`config.mk`:
```
export PLATFORM = sky130hd
export DESIGN_NAME = binary_to_decimal_digits
export DESIGN_NICKNAME = d
export VERILOG_FILES = /design/src/hdl/b2d_pkg.sv /design/src/hdl/binary_to_decimal_digits.sv
export SDC_FILE = /design/constraint.sdc
export NUM_CORES = 1
export LEC_CHECK = 0
export ABC_CLOCK_PERIOD_IN_PS = 4750
export CAP_MARGIN = 20
export CORE_MARGIN = 2
export CORE_UTILIZATION = 64
export CTS_CLUSTER_DIAMETER = 60
export DETAILED_ROUTE_END_ITERATION = 16
export DONT_BUFFER_PORTS = 1
export PLACE_DENSITY = 0.81
export RECOVER_POWER = 25
export REMOVE_ABC_BUFFERS = 1
export SYNTH_ARGS = -nofsm -noshare
export SYNTH_HDL_FRONTEND = slang
export SYNTH_SLANG_ARGS = --single-unit
```
`constraint.sdc`:
```
create_clock -name i_clk -period 4.75 [get_ports i_clk]
set_input_delay 0.2375 -clock i_clk [delete_from_list [all_inputs] [get_ports i_clk]]
set_output_delay 0.2375 -clock i_clk [all_outputs]
set_load 0.005 [all_outputs]
```
`src/hdl/b2d_pkg.sv`:
```
`timescale 1ns / 1ps
`default_nettype none
// ----------------------------------------------------------------------------
// b2d_pkg: shared constants for the binary to decimal digit splitter
// digit width, default value width and the decimal digit count of a width
// ----------------------------------------------------------------------------
package b2d_pkg;

    localparam int DIGIT_W            = 4;
    localparam int DEFAULT_VALUE_BITS = 31;

    // shift-and-add-3 correction
    localparam logic [DIGIT_W-1:0] ADD_THRESHOLD = 4'd5;
    localparam logic [DIGIT_W-1:0] ADD_AMOUNT    = 4'd3;
    localparam logic [DIGIT_W-1:0] MAX_DIGIT     = 4'd9;

    // decimal digits needed for the largest value of a given bit width
    // floor(bits * log10(2)) + 1, exact over the supported range
    function automatic int digits_for_bits(input int bits);
        return (bits * 30103) / 100000 + 1;
    endfunction

endpackage
`default_nettype wire

```
`src/hdl/binary_to_decimal_digits.sv`:
```
`timescale 1ns / 1ps
`default_nettype none
// ----------------------------------------------------------------------------
// binary_to_decimal_digits: unsigned binary to decimal digit stream
// converts one value with a shift-and-add-3 loop, then sends its digits
// ----------------------------------------------------------------------------
// A request is taken when start is high and busy is low. The value is
// converted by one add-3 correction unit working on the whole digit register,
// one binary bit per cycle. The digit register is then shifted out one digit
// per cycle, most significant first: leading zero digits are dropped without
// a strobe, every other digit is put on o_digit for exactly one cycle with
// o_valid high. o_last_digit marks the least significant digit, which always
// ends the request; a zero input gives the single digit 0. All NUM_DIGITS
// positions (10 at the default width) are stepped through, dropped ones
// included, and busy stays high through the conversion and the digit phase.
// The receiver cannot stall: each digit is accepted in the cycle it appears.
// The last digit appears in the cycle in which busy drops, so a new request
// may be made while it is still on the outputs.
// ----------------------------------------------------------------------------
module binary_to_decimal_digits #(
    parameter int VALUE_BITS = b2d_pkg::DEFAULT_VALUE_BITS
) (
    input  wire logic                        i_clk,
    input  wire logic                        i_rst_n,
    input  wire logic                        start,
    output logic                             busy,
    input  wire logic [VALUE_BITS-1:0]       i_value,
    output logic                             o_valid,
    output logic [b2d_pkg::DIGIT_W-1:0]      o_digit,
    output logic                             o_last_digit
);
    import b2d_pkg::*;

    localparam int NUM_DIGITS = digits_for_bits(VALUE_BITS);
    localparam int BCD_W      = NUM_DIGITS * DIGIT_W;
    localparam int BIT_CNT_W  = (VALUE_BITS > 1) ? $clog2(VALUE_BITS) : 1;
    localparam int DIG_CNT_W  = (NUM_DIGITS > 1) ? $clog2(NUM_DIGITS) : 1;
    localparam logic [BIT_CNT_W-1:0] LAST_BIT   = BIT_CNT_W'(VALUE_BITS - 1);
    localparam logic [DIG_CNT_W-1:0] LAST_DIGIT = DIG_CNT_W'(NUM_DIGITS - 1);

    typedef enum logic [1:0] {
        S_IDLE,
        S_CONV,
        S_EMIT
    } t_state;

    t_state                 r_state;
    logic [VALUE_BITS-1:0]  r_bin;      // binary bits still to shift in
    logic [BCD_W-1:0]       r_bcd;      // packed decimal digits
    logic [BIT_CNT_W-1:0]   r_bit_cnt;  // conversion step
    logic [DIG_CNT_W-1:0]   r_dig_cnt;  // digit position being sent
    logic                   r_seen;     // a digit has gone out

    logic [BCD_W-1:0]       n_bcd_adj;  // after add-3 correction
    logic [DIGIT_W-1:0]     top_digit;
    logic                   is_last_pos;
    logic                   send_digit;

    // shared correction unit: add 3 to every digit of 5 or more
    always_comb begin
        for (int d = 0; d < NUM_DIGITS; d++) begin
            if (r_bcd[d*DIGIT_W +: DIGIT_W] >= ADD_THRESHOLD) begin
                n_bcd_adj[d*DIGIT_W +: DIGIT_W] = r_bcd[d*DIGIT_W +: DIGIT_W] + ADD_AMOUNT;
            end else begin
                n_bcd_adj[d*DIGIT_W +: DIGIT_W] = r_bcd[d*DIGIT_W +: DIGIT_W];
            end
        end
    end

    assign top_digit   = r_bcd[BCD_W-1 -: DIGIT_W];
    assign is_last_pos = (r_dig_cnt == LAST_DIGIT);
    // drop leading zeros, but the units digit always goes out
    assign send_digit  = (top_digit != '0) || r_seen || is_last_pos;

    assign busy = (r_state != S_IDLE);

    always_ff @(posedge i_clk) begin
        if (!i_rst_n) begin
            r_state      <= S_IDLE;
            o_valid      <= 1'b0;
            o_last_digit <= 1'b0;
            r_seen       <= 1'b0;
            r_bit_cnt    <= '0;
            r_dig_cnt    <= '0;
        end else begin
            o_valid      <= 1'b0;
            o_last_digit <= 1'b0;
            unique case (r_state)
                S_IDLE: begin
                    if (start) begin
                        r_bin     <= i_value;
                        r_bcd     <= '0;
                        r_bit_cnt <= '0;
                        r_state   <= S_CONV;
                    end
                end
                S_CONV: begin
                    // correct, then shift the next binary bit into the digits
                    r_bcd     <= {n_bcd_adj[BCD_W-2:0], r_bin[VALUE_BITS-1]};
                    r_bin     <= r_bin << 1;
                    r_bit_cnt <= r_bit_cnt + 1'b1;
                    if (r_bit_cnt == LAST_BIT) begin
                        r_dig_cnt <= '0;
                        r_seen    <= 1'b0;
                        r_state   <= S_EMIT;
                    end
                end
                S_EMIT: begin
                    o_valid      <= send_digit;
                    o_last_digit <= is_last_pos;
                    o_digit      <= top_digit;
                    if (send_digit) begin
                        r_seen <= 1'b1;
                    end
                    r_bcd     <= r_bcd << DIGIT_W;
                    r_dig_cnt <= r_dig_cnt + 1'b1;
                    if (is_last_pos) begin
                        r_state <= S_IDLE;
                    end
                end
                default: begin
                    r_state <= S_IDLE;
                end
            endcase
        end
    end

    // a digit only follows a cycle spent sending digits
    a_valid_from_emit: assert property (@(posedge i_clk) disable iff (!i_rst_n)
        o_valid |-> $past(r_state == S_EMIT))
        else $error("digit strobe outside digit phase");

    // the units digit always goes out with its flag
    a_last_is_strobed: assert property (@(posedge i_clk) disable iff (!i_rst_n)
        o_last_digit |-> o_valid)
        else $error("last flag without a digit");

    // digits are decimal
    a_digit_range: assert property (@(posedge i_clk) disable iff (!i_rst_n)
        o_valid |-> (o_digit <= MAX_DIGIT))
        else $error("digit above nine");

    // a taken request keeps the block busy
    a_start_busy: assert property (@(posedge i_clk) disable iff (!i_rst_n)
        (start && !busy) |=> busy)
        else $error("request taken but block not busy");

    // the last digit ends the request
    a_last_frees: assert property (@(posedge i_clk) disable iff (!i_rst_n)
        (o_valid && o_last_digit) |-> !busy)
        else $error("still busy after last digit");

endmodule
`default_nettype wire
```
Word-level counts from Yosys, hierarchy flattened
Cells that the tools add are included.
{ "totals": {"ff_bits": 89, "latchBits": 0, "mem_bits_rw": 0, "rom_bits": 0, "input_bits": 34, "output_inout_bits": 7, "elab_cells": 79, "n_memories": 0} }
{ "op_classes": {"add_sub_neg": 12, "n_mul": 0, "div": 0, "magnitude_cmp": 10, "n_eq_ne": 8, "shifts": 0, "muxes": 25, "bitwise_logic": 0, "n_reduce_logical": 15} }
{ "ops": {"columns": ["operator", "n"], "rows": [
  ["40-bit case mux with 3 select lines", 1],
  ["31-bit case mux with 2 select lines", 1],
  ["4-bit by 3-bit greater-or-equal comparator with 1-bit output (second input constant)", 10],
  ["4-bit 2-to-1 mux", 10],
  ["40-bit 2-to-1 mux", 1],
  ["4-bit by 2-bit adder with 4-bit output (second input constant)", 9],
  ["31-bit 2-to-1 mux", 1],
  ["3-bit AND reduction", 4],
  ["5-bit case mux with 2 select lines", 1],
  ["2-bit != test (second input constant)", 4],
  ["4-bit case mux with 2 select lines", 1],
  ["2-bit 2-to-1 mux", 3],
  ["2-bit case mux with 3 select lines", 1],
  ["2-bit AND reduction", 3],
  ["2-bit nonzero test", 3],
  ["5-bit by 1-bit adder with 5-bit output (second input constant)", 1],
  ["5-bit equality test (second input constant)", 1],
  ["5-bit 2-to-1 mux", 1],
  ["4-bit by 1-bit adder with 4-bit output (second input constant)", 1],
  ["4-bit equality test (second input constant)", 1],
  ["4-bit nonzero test", 1],
  ["3-bit by 2-bit adder with 3-bit output (second input constant)", 1],
  ["3-bit 2-to-1 mux", 1],
  ["3-bit nonzero test", 1],
  ["6 further kinds", 8]
]} }

Depth between registers and ports, before layout
Gate-level depths: netlist of run 1.
{ "logic_depth": {"depth_word": 5, "depth_mapped": 8, "depth_no_buf": 6} }

Worst setup path after synthesis of run 1
Ideal clock, no wire load.
{ "synth_path": {"kind": "register -> register", "from": "reg r_state[0]", "to": "reg r_bcd[0] (enable)", "setup_time_ns": 0.499, "arrival_ns": 3.736, "required_ns": 4.251, "slack_ns": 0.516, "path_stages_with_launch": 6, "path_buffers": 0, "period_less_slack_ns": 4.234, "cell_sequence": "dfxtp_1 > inv_1 > ha_1 > inv_1 > nand2_1 > a21boi_0"} }
{ "synth_via": {"elab_chain_cells": 3, "elab_cells_between_ends": 6, "classes_between": "3 x eq/ne; 3 x reduce/logical"} }
{ "synth_rtl": {"columns": ["item", "line_no", "rtl"], "rows": [
  ["start, declared", "binary_to_decimal_digits.sv:47", "t_state r_state;"],
  ["start signal, assigned", "binary_to_decimal_digits.sv:79", "r_state <= S_IDLE;"],
  ["start signal, assigned", "binary_to_decimal_digits.sv:94", "r_state <= S_CONV;"],
  ["start signal, assigned", "binary_to_decimal_digits.sv:105", "r_state <= S_EMIT;"],
  ["2-bit equality test, or another cell as far along", "binary_to_decimal_digits.sv:88", "unique case (r_state)"],
  ["3-bit nonzero test (no line) / 2-bit != test (equally long branches)", null, null],
  ["3-bit AND reduction (no line) *", null, null],
  ["end signal, assigned", "binary_to_decimal_digits.sv:99", "r_bcd <= {n_bcd_adj[BCD_W-2:0], r_bin[VALUE_BITS-1]};"],
  ["end signal, assigned", "binary_to_decimal_digits.sv:115", "r_bcd <= r_bcd << DIGIT_W;"],
  ["end, declared", "binary_to_decimal_digits.sv:49", "logic [BCD_W-1:0] r_bcd;"]
]} }
Every way passes the cells marked *; elsewhere a longest branch is shown, timed or not.
A chain may end at the register's enable or synchronous reset.

Final worst setup path of run 1
{ "layout_path": {"from": "reg r_state[1]", "to": "reg r_bcd[6], data pin"} }
{ "layout_via": {"elab_chain_cells": 2, "elab_cells_between_ends": 4, "classes_between": "2 x eq/ne; 1 x mux; 1 x reduce/logical"} }
{ "layout_rtl": {"columns": ["item", "line_no"], "rows": [
  ["2-bit equality test, or another cell as far along", "binary_to_decimal_digits.sv:88"],
  ["40-bit case mux with 3 select lines *", "binary_to_decimal_digits.sv:88"]
]} }
Marked as above.

==> results of run 1 <==
layout make-up:
type	instances	area (um^2)
Clock buffer	12	176.4
Clock inverter	4	23.77
Fill cell	558	2202
Inverter	27	101.3
Multi-Input combinational cell	286	2061
Sequential cell	89	2532
Tap cell	99	123.9
Timing Repair Buffer	4	32.53
Yosys cell counts:
library cell,instances
and2_1,6
clkbuf_1,7
inv_2,1
nor2b_1,11
or4b_4,1
buf_6,1
dfxtp_1,14
nand2b_1,20
nand4b_1,4
nand2_1,56
o311ai_1,5
a21boi_0,1
o31ai_1,9
xor2_1,12
nor2_1,8
buf_2,7
edfxtp_1,75
nor4b_1,1
nand3_1,6
a211oi_1,1
nand3b_1,1
mux2_2,35
o221a_2,1
buf_4,2
a311oi_1,1
a21oi_1,13
o21ai_0,37
ha_1,28
and3_1,2
nand4_1,4
a22oi_1,9
inv_1,26
mux2i_1,2
o221ai_1,1
xnor2_1,10
o221ai_2,1
where the power goes:
group | total, W | switching, W | internal (W)
clock network | 0.000516 | 0.000267 | 0.000249
logic | 0.000819 | 0.000476 | 0.000343
registers | 0.00121 | 0.000123 | 0.00109
layout by cell type, fill, tap and decap left out, types with 6 or more instances in the layout:
cell	Yosys	routed
a21oi_1	13	13
a22oi_1	9	9
and2_1	6	6
clkbuf_8	0	11
dfxtp_1	14	14
edfxtp_1	75	75
ha_1	28	28
inv_1	26	26
mux2_2	35	35
nand2_1	56	56
nand2b_1	20	20
nand3_1	6	6
nor2_1	8	8
nor2b_1	11	11
o21ai_0	37	37
o31ai_1	9	9
xnor2_1	10	10
xor2_1	12	12
worst max-delay path, cell delays in order, from the launching register on:
cell	delay, ps
dfxtp_1	340
inv_1	80
ha_1	170
buf_4	490
nand2_1	740
o311ai_1	540
worst max-delay path by stage:
stage                           end  slack (ps)  cells after the start
after floorplan            r_bcd[0]         440                      4
after global placement    r_bcd[10]        2320                      5
after detailed placement   r_bcd[6]        2180                      5
after CTS                  r_bcd[6]        2130                      5
after global routing       r_bcd[6]        1940                      5
final                      r_bcd[6]        2160                      5
logic make-up after synthesis:
family / count (synthesis) / synth area share
AOI/OAI and AO/OA: 79 / 0.1023
xor gates and xnor gates: 22 / 0.04039
adders and majority gates: 28 / 0.07343
buffers and inverters: 44 / 0.03960
DFF: 89 / 0.5308
muxes: 37 / 0.08681
and+or+nand+nor: 120 / 0.1267
layer usage:
layer  track usage  routed length, um  part of all wire
met1        0.2748               3556              0.42
met2        0.3515               4154              0.49
met3       0.05927                551             0.065
met5             0                  0                 0
met4        0.1051                184             0.022
state kept, by name, summed over array words and instances, names as in the netlist:
| signal | cells |
|---|---|
| o_last_digit | 1 |
| o_valid | 1 |
| o_digit | 4 |
| r_dig_cnt | 4 |
| r_state | 2 |
| r_bin | 31 |
| r_bcd | 40 |
| r_seen | 1 |
| r_bit_cnt | 5 |
stage by stage:
stage               setup slack (ps)  hold slack (ps)    util  cells  cell area, um^2
finish                          2156            19.87  0.6964    521             5051
floorplan                      441.9            359.2       -    402             4683
global placement                2322            361.7  0.6678    504             4843
detailed placement              2181            369.3  0.6678    504             4843
CTS                             2135            8.599  0.6967    521             5054
global route                    1939            3.648  0.6964    521             5051
==> summary.md, run 1 <==
| Metric | Value |
|---|---|
| Status | finished, final reports clean |
| Power after layout | 0.002548 W |
| Final #Nets | 479 |
| Initial antenna violation count | 0 |
| Worst Setup Start Kind | flip-flop |
| Drt pass-1 iters | 4 |
| DRT iter0 DRCs | 248 |
| F_max | 0.3856 GHz |
| Number of unique standard cell types used by synthesis | 36 |
| Worst Hold Depth | 1 |
| Post-cts resize count | 0 |
| Endpoints failing setup | 0 |
| Clock Latency Late Sink | 360 ps |
| Hold Path Sink | r_state[1] |
| Clk slew on worst S/H paths | 90 ps |
| Vias in the first global route | 3058 |
| FF-to-FF End | r_bcd[6] |
| Vias | 3054 |
| CTS max path bufs | 2 |
| CTS buffer count | 9 |
| Hold buffer count at CTS | 1 |
| Arr. time, crit path | 2740 ps |
| CTS H-tree lvls | 3 |
| Synth warn | 0 |
| Min-delay src | i_rst_n |
| Mapped Cells | 419 |
| Die W | 90.34 um |
| Relative slew slack | 0.2867 |
| Post-synthesis register bit count | 89 |
| Row count | 31 |
| Setup_tns | 0 ps |
| Top post-synthesis cells by area | edfxtp_1 (47%), mux2_2 (8.3%), ha_1 (7.3%), dfxtp_1 (5.9%), nand2_1 (4.4%) |
| Cell type with the largest total area after synthesis | edfxtp_1 |
| CTS root buf | clkbuf_8 |
| Peak fanout along the critical path | 51 |
| Final period util | 0.5460 |
| Worst Setup End Kind | flip-flop |
| Routed length per instance | 16.21 um |
| GPL Wtd Cong | 0.7710 |
| RSZ-0062 raised after global routing | no |
| Die area | 0.008161 mm^2 |
| Avg Inst Size Synth | 11.39 um^2 |
| Worst R2R Path Depth | 5 |
| Postcts setup bufs | 0 |
| Skew final | 13.88 ps |
| GRT Total Usage | 0.2184 |
| Post-synth top area share | 0.4721 |
| Residual DRC | 0 |
| Hold crit path type | input pin to flip-flop |
| Hold Vio Cnt, Final | 0 |
| DP HPWL | 5.697 mm |
| CTS tree | yes |
| IO buf count | 0 |
| First-pass GRT wire length | 14.26 mm |
| Area Overhead vs Synth | 5.875% |
| Worst R2R Setup Slack | 2160 ps |
| Sink Count | 89 |
| N_diodes | 0 |
| Largest net degree at the start of global routing | 52 |
| Gr ovfl total | 0 |
| Cell Area, Synth | 0.004771 mm^2 |
| Largest vdd supply drop | 0.0003318 V |
| Die span in y | 90.34 um |
| Max-cap viol count | 0 |
| Fin. max-slew vios | 0 |
| Pwr dens | 504.4 mW/mm^2 |
| Critical path required time | 4900 ps |
| Worst Setup Path Type | flip-flop to flip-flop |
| Detail Route Antenna Nets | 0 |
| Core area | 0.007253 mm^2 |
| Leakage power | 1.793 nW |
| Min Tclk post-route | 2594 ps |
| RR Startpoint | r_state[1] |
| Least-Margin Pin Slew | 1070 ps |
| Crit path from | r_state[1] |
| Starting density of the core | 0.6578 |
| I/O pins | 41 |
| Total wire length | 8.446 mm |
| Vias/cell | 5.862 |
| Sequential area share after synthesis | 0.5308 |
| Layout cells sized above 1 | 0.1398 |
Power figures use the tool's default switching activity.
==> inputs of run 2 (changes only) <==
Settings changed: ABC_CLOCK_PERIOD_IN_PS 4750 to 2400.
Clock period 4.75 ns to 2.4 ns, I/O delays scaled along.
==> run 2 against run 1 <==
Net effect:
- via count rose by 6.2%
- utilization rose by 5.2 points
- count of clock-buffer cells in the layout rose by 2
- sequential power rose by 98%
- global-route usage rose by 2.2 points
- largest cell class unchanged
==> summary.md, run 2 (same netlist as run 1, synthesis figures left out) <==
| Metric | Value |
|---|---|
| Status | finished, final reports clean |
| Fin. max-slew vios | 0 (unchanged) |
| Crit path largest cell delay | 490 ps (-250 ps) |
| Crit path buf inv count | 2 (unchanged) |
| Clk slew on worst S/H paths | 90 ps (about the same) |
| F_max | 0.5291 GHz (+37%) |
| Routed length per instance | 16.74 um (+3.3%) |
| Clock Latency Late Sink | 350 ps (about the same) |
| Drt pass-1 iters | 4 (unchanged) |
| Hold crit path type | input pin to flip-flop |
| RSZ-0062 raised after global routing | no |
| Skew final | 8.007 ps (-5.876 ps) |
| Final #Nets | 515 (+7.5%) |
| Commonest non-fill, non-tap cell in the layout | edfxtp_1 |
| Area Overhead vs Synth | 13.82% |
| Relative slew slack | 0.6379 (+0.3512) |
| Die span in y | 90.34 um (unchanged) |
| Pwr dens | 964.4 mW/mm^2 (+91%) |
| Max reg flops | 40 (unchanged) |
| Vias/cell | 5.822 (-0.67%) |
| Vias | 3243 (+6.2%) |
| CTS buffer count | 9 (unchanged) |
| Sink Count | 89 (unchanged) |
| Worst Setup Path Type | flip-flop to flip-flop |
| CTS H-tree lvls | 3 (unchanged) |
| Largest Register | r_bcd |
| CP max stage cell | ha_1 |
| GPL Wtd Cong | 0.8354 (+8.4%) |
| IO buf count | 0 (unchanged) |
| Final period util | 0.7875 (+0.2415) |
| First-pass GRT wire length | 15.77 mm (+11%) |
| Largest vdd supply drop | 0.0006921 V (+110%) |
| I/O pins | 41 (unchanged) |
| Worst Setup End Kind | flip-flop |
| Initial antenna violation count | 0 (unchanged) |
| Peak fanout along the critical path | 15 (-71%) |
| Row count | 31 (unchanged) |
| Worst path top cell family by delay | adder cells |
| Post-cts resize count | 0 (unchanged) |
| Commonest non-fill, non-tap cells in the layout | edfxtp_1 (75), nand2_1 (56), o21ai_0 (37), mux2_2 (35), dlygate4sd3_1 (32) |
| CTS root buf | clkbuf_8 |
| Leakage power | 1.949 nW (+8.7%) |
| Setup_tns | 0 ps (unchanged) |
| Worst Setup Start Kind | flip-flop |
| Vias in the first global route | 3263 (+6.7%) |
| Residual DRC | 0 (unchanged) |
| N_diodes | 0 (unchanged) |
| Endpoints failing setup | 0 (unchanged) |
| Die W | 90.34 um (unchanged) |
| Final core occ | 0.7487 (+0.05227) |
| Least-Margin Pin Slew | 541.4 ps (-528.5 ps) |
| Power after layout | 0.005237 W (+110%) |
| Die area | 0.008161 mm^2 (unchanged) |
| CTS max path bufs | 2 (unchanged) |
| Total wire length | 9.326 mm (+10%) |
| Postcts setup bufs | 0 (unchanged) |
| DRT iter0 DRCs | 215 (-13%) |
| Starting density of the core | 0.6578 (unchanged) |
| Worst Hold Depth | 2 (+1) |
| Multi-input gate area | 0.002061 mm^2 (unchanged) |
| DP HPWL | 5.561 mm (-2.4%) |
| Hold Vio Cnt, Final | 0 (unchanged) |
| Largest net degree at the start of global routing | 52 (unchanged) |
| Detail Route Antenna Nets | 0 (unchanged) |
| Gr ovfl total | 0 (unchanged) |
| Worst R2R Path Depth | 5 (unchanged) |
| Core area | 0.007253 mm^2 (unchanged) |
| GRT Total Usage | 0.2408 (+0.02245) |
| Hold buffer count at CTS | 32 (+31) |
| Arr. time, crit path | 2020 ps (-720 ps) |
| Max-cap viol count | 0 (unchanged) |
| Filler cells | 480 (-14%) |
| Register Area | 0.002532 mm^2 (unchanged) |
| Min Tclk post-route | 1890 ps (-703.6 ps) |
| Worst-path cell chain | inv_1 -> ha_1 -> nand2_1 -> buf_4 -> o31ai_1 |
| CTS tree | yes |
| Critical path required time | 2530 ps (-2370 ps) |
| CP Depth | 5 (unchanged) |
| Layout cells sized above 1 | 0.1332 (-0.006623) |
| Top Registers | r_bcd: 40 flops, r_bin: 31 flops, r_bit_cnt: 5 flops |
[run 2: cell count changes in the layout (fill, tap and decap cells not counted), moves of 2 or more]
| cell | delta |
|---|---|
| buf_12 | +2 |
| buf_4 | +2 |
| clkbuf_1 | +3 |
| clkinv_2 | -3 |
| dlygate4sd3_1 | +31 |
[run 2: stage by stage]
| step | instance area [um^2] | std cells | setup slack (ps) | hold slack, ps |
|---|---|---|---|---|
| after floorplan | 4683 | 402 | -1908 | 241.7 |
| after global placement | 4906 | 509 | 608.1 | 244.8 |
| after detailed placement | 4906 | 509 | 542.3 | 249.5 |
| after CTS | 5436 | 557 | 536.9 | 4.895 |
| after global routing | 5430 | 557 | 376.5 | 3.071 |
| final | 5430 | 557 | 510.1 | 10.21 |
[run 2: final timing paths]
path,from,to,slack (ps)
min reg2reg,r_bcd[36],o_digit[0],490
max,r_state[0],r_bcd[12],510
min,i_rst_n,r_dig_cnt[2],10
max reg2reg,r_state[0],r_bcd[12],510
[run 2: routing by layer]
layer / up-vias / GRT usage / part of all wire
met3: 14 / 0.05676 / 0.047
li1: 1563 / - / -
met2: 94 / 0.3816 / 0.49
met5: - / 0 / 0
met1: 1572 / 0.3296 / 0.45
met4: 0 / 0.08077 / 0.013
[run 2: cell type report]
| class | instances | share of cell area |
|---|---|---|
| Sequential cell | 89 | 0.4664 |
| Clock buffer | 14 | 0.03594 |
| Timing Repair Buffer | 40 | 0.07396 |
| Multi-Input combinational cell | 286 | 0.3795 |
| Inverter | 27 | 0.01866 |
| Tap cell | 99 | 0.02281 |
| Clock inverter | 2 | 0.002765 |
[run 2: power breakdown]
part	internal, W	switching (W)	leakage, nW
clock network	0.000536	0.000539	0.107
registers	0.00216	0.000248	0.823
logic	0.000766	0.000993	1.02
total	0.00346	0.00178	1.95
[run 2: worst reg2reg max path, stage by stage (launching register included)]
cell and delay (ps):
dfxtp_1 370, inv_1 70, ha_1 490, nand2_1 130, buf_4 210, o31ai_1 400
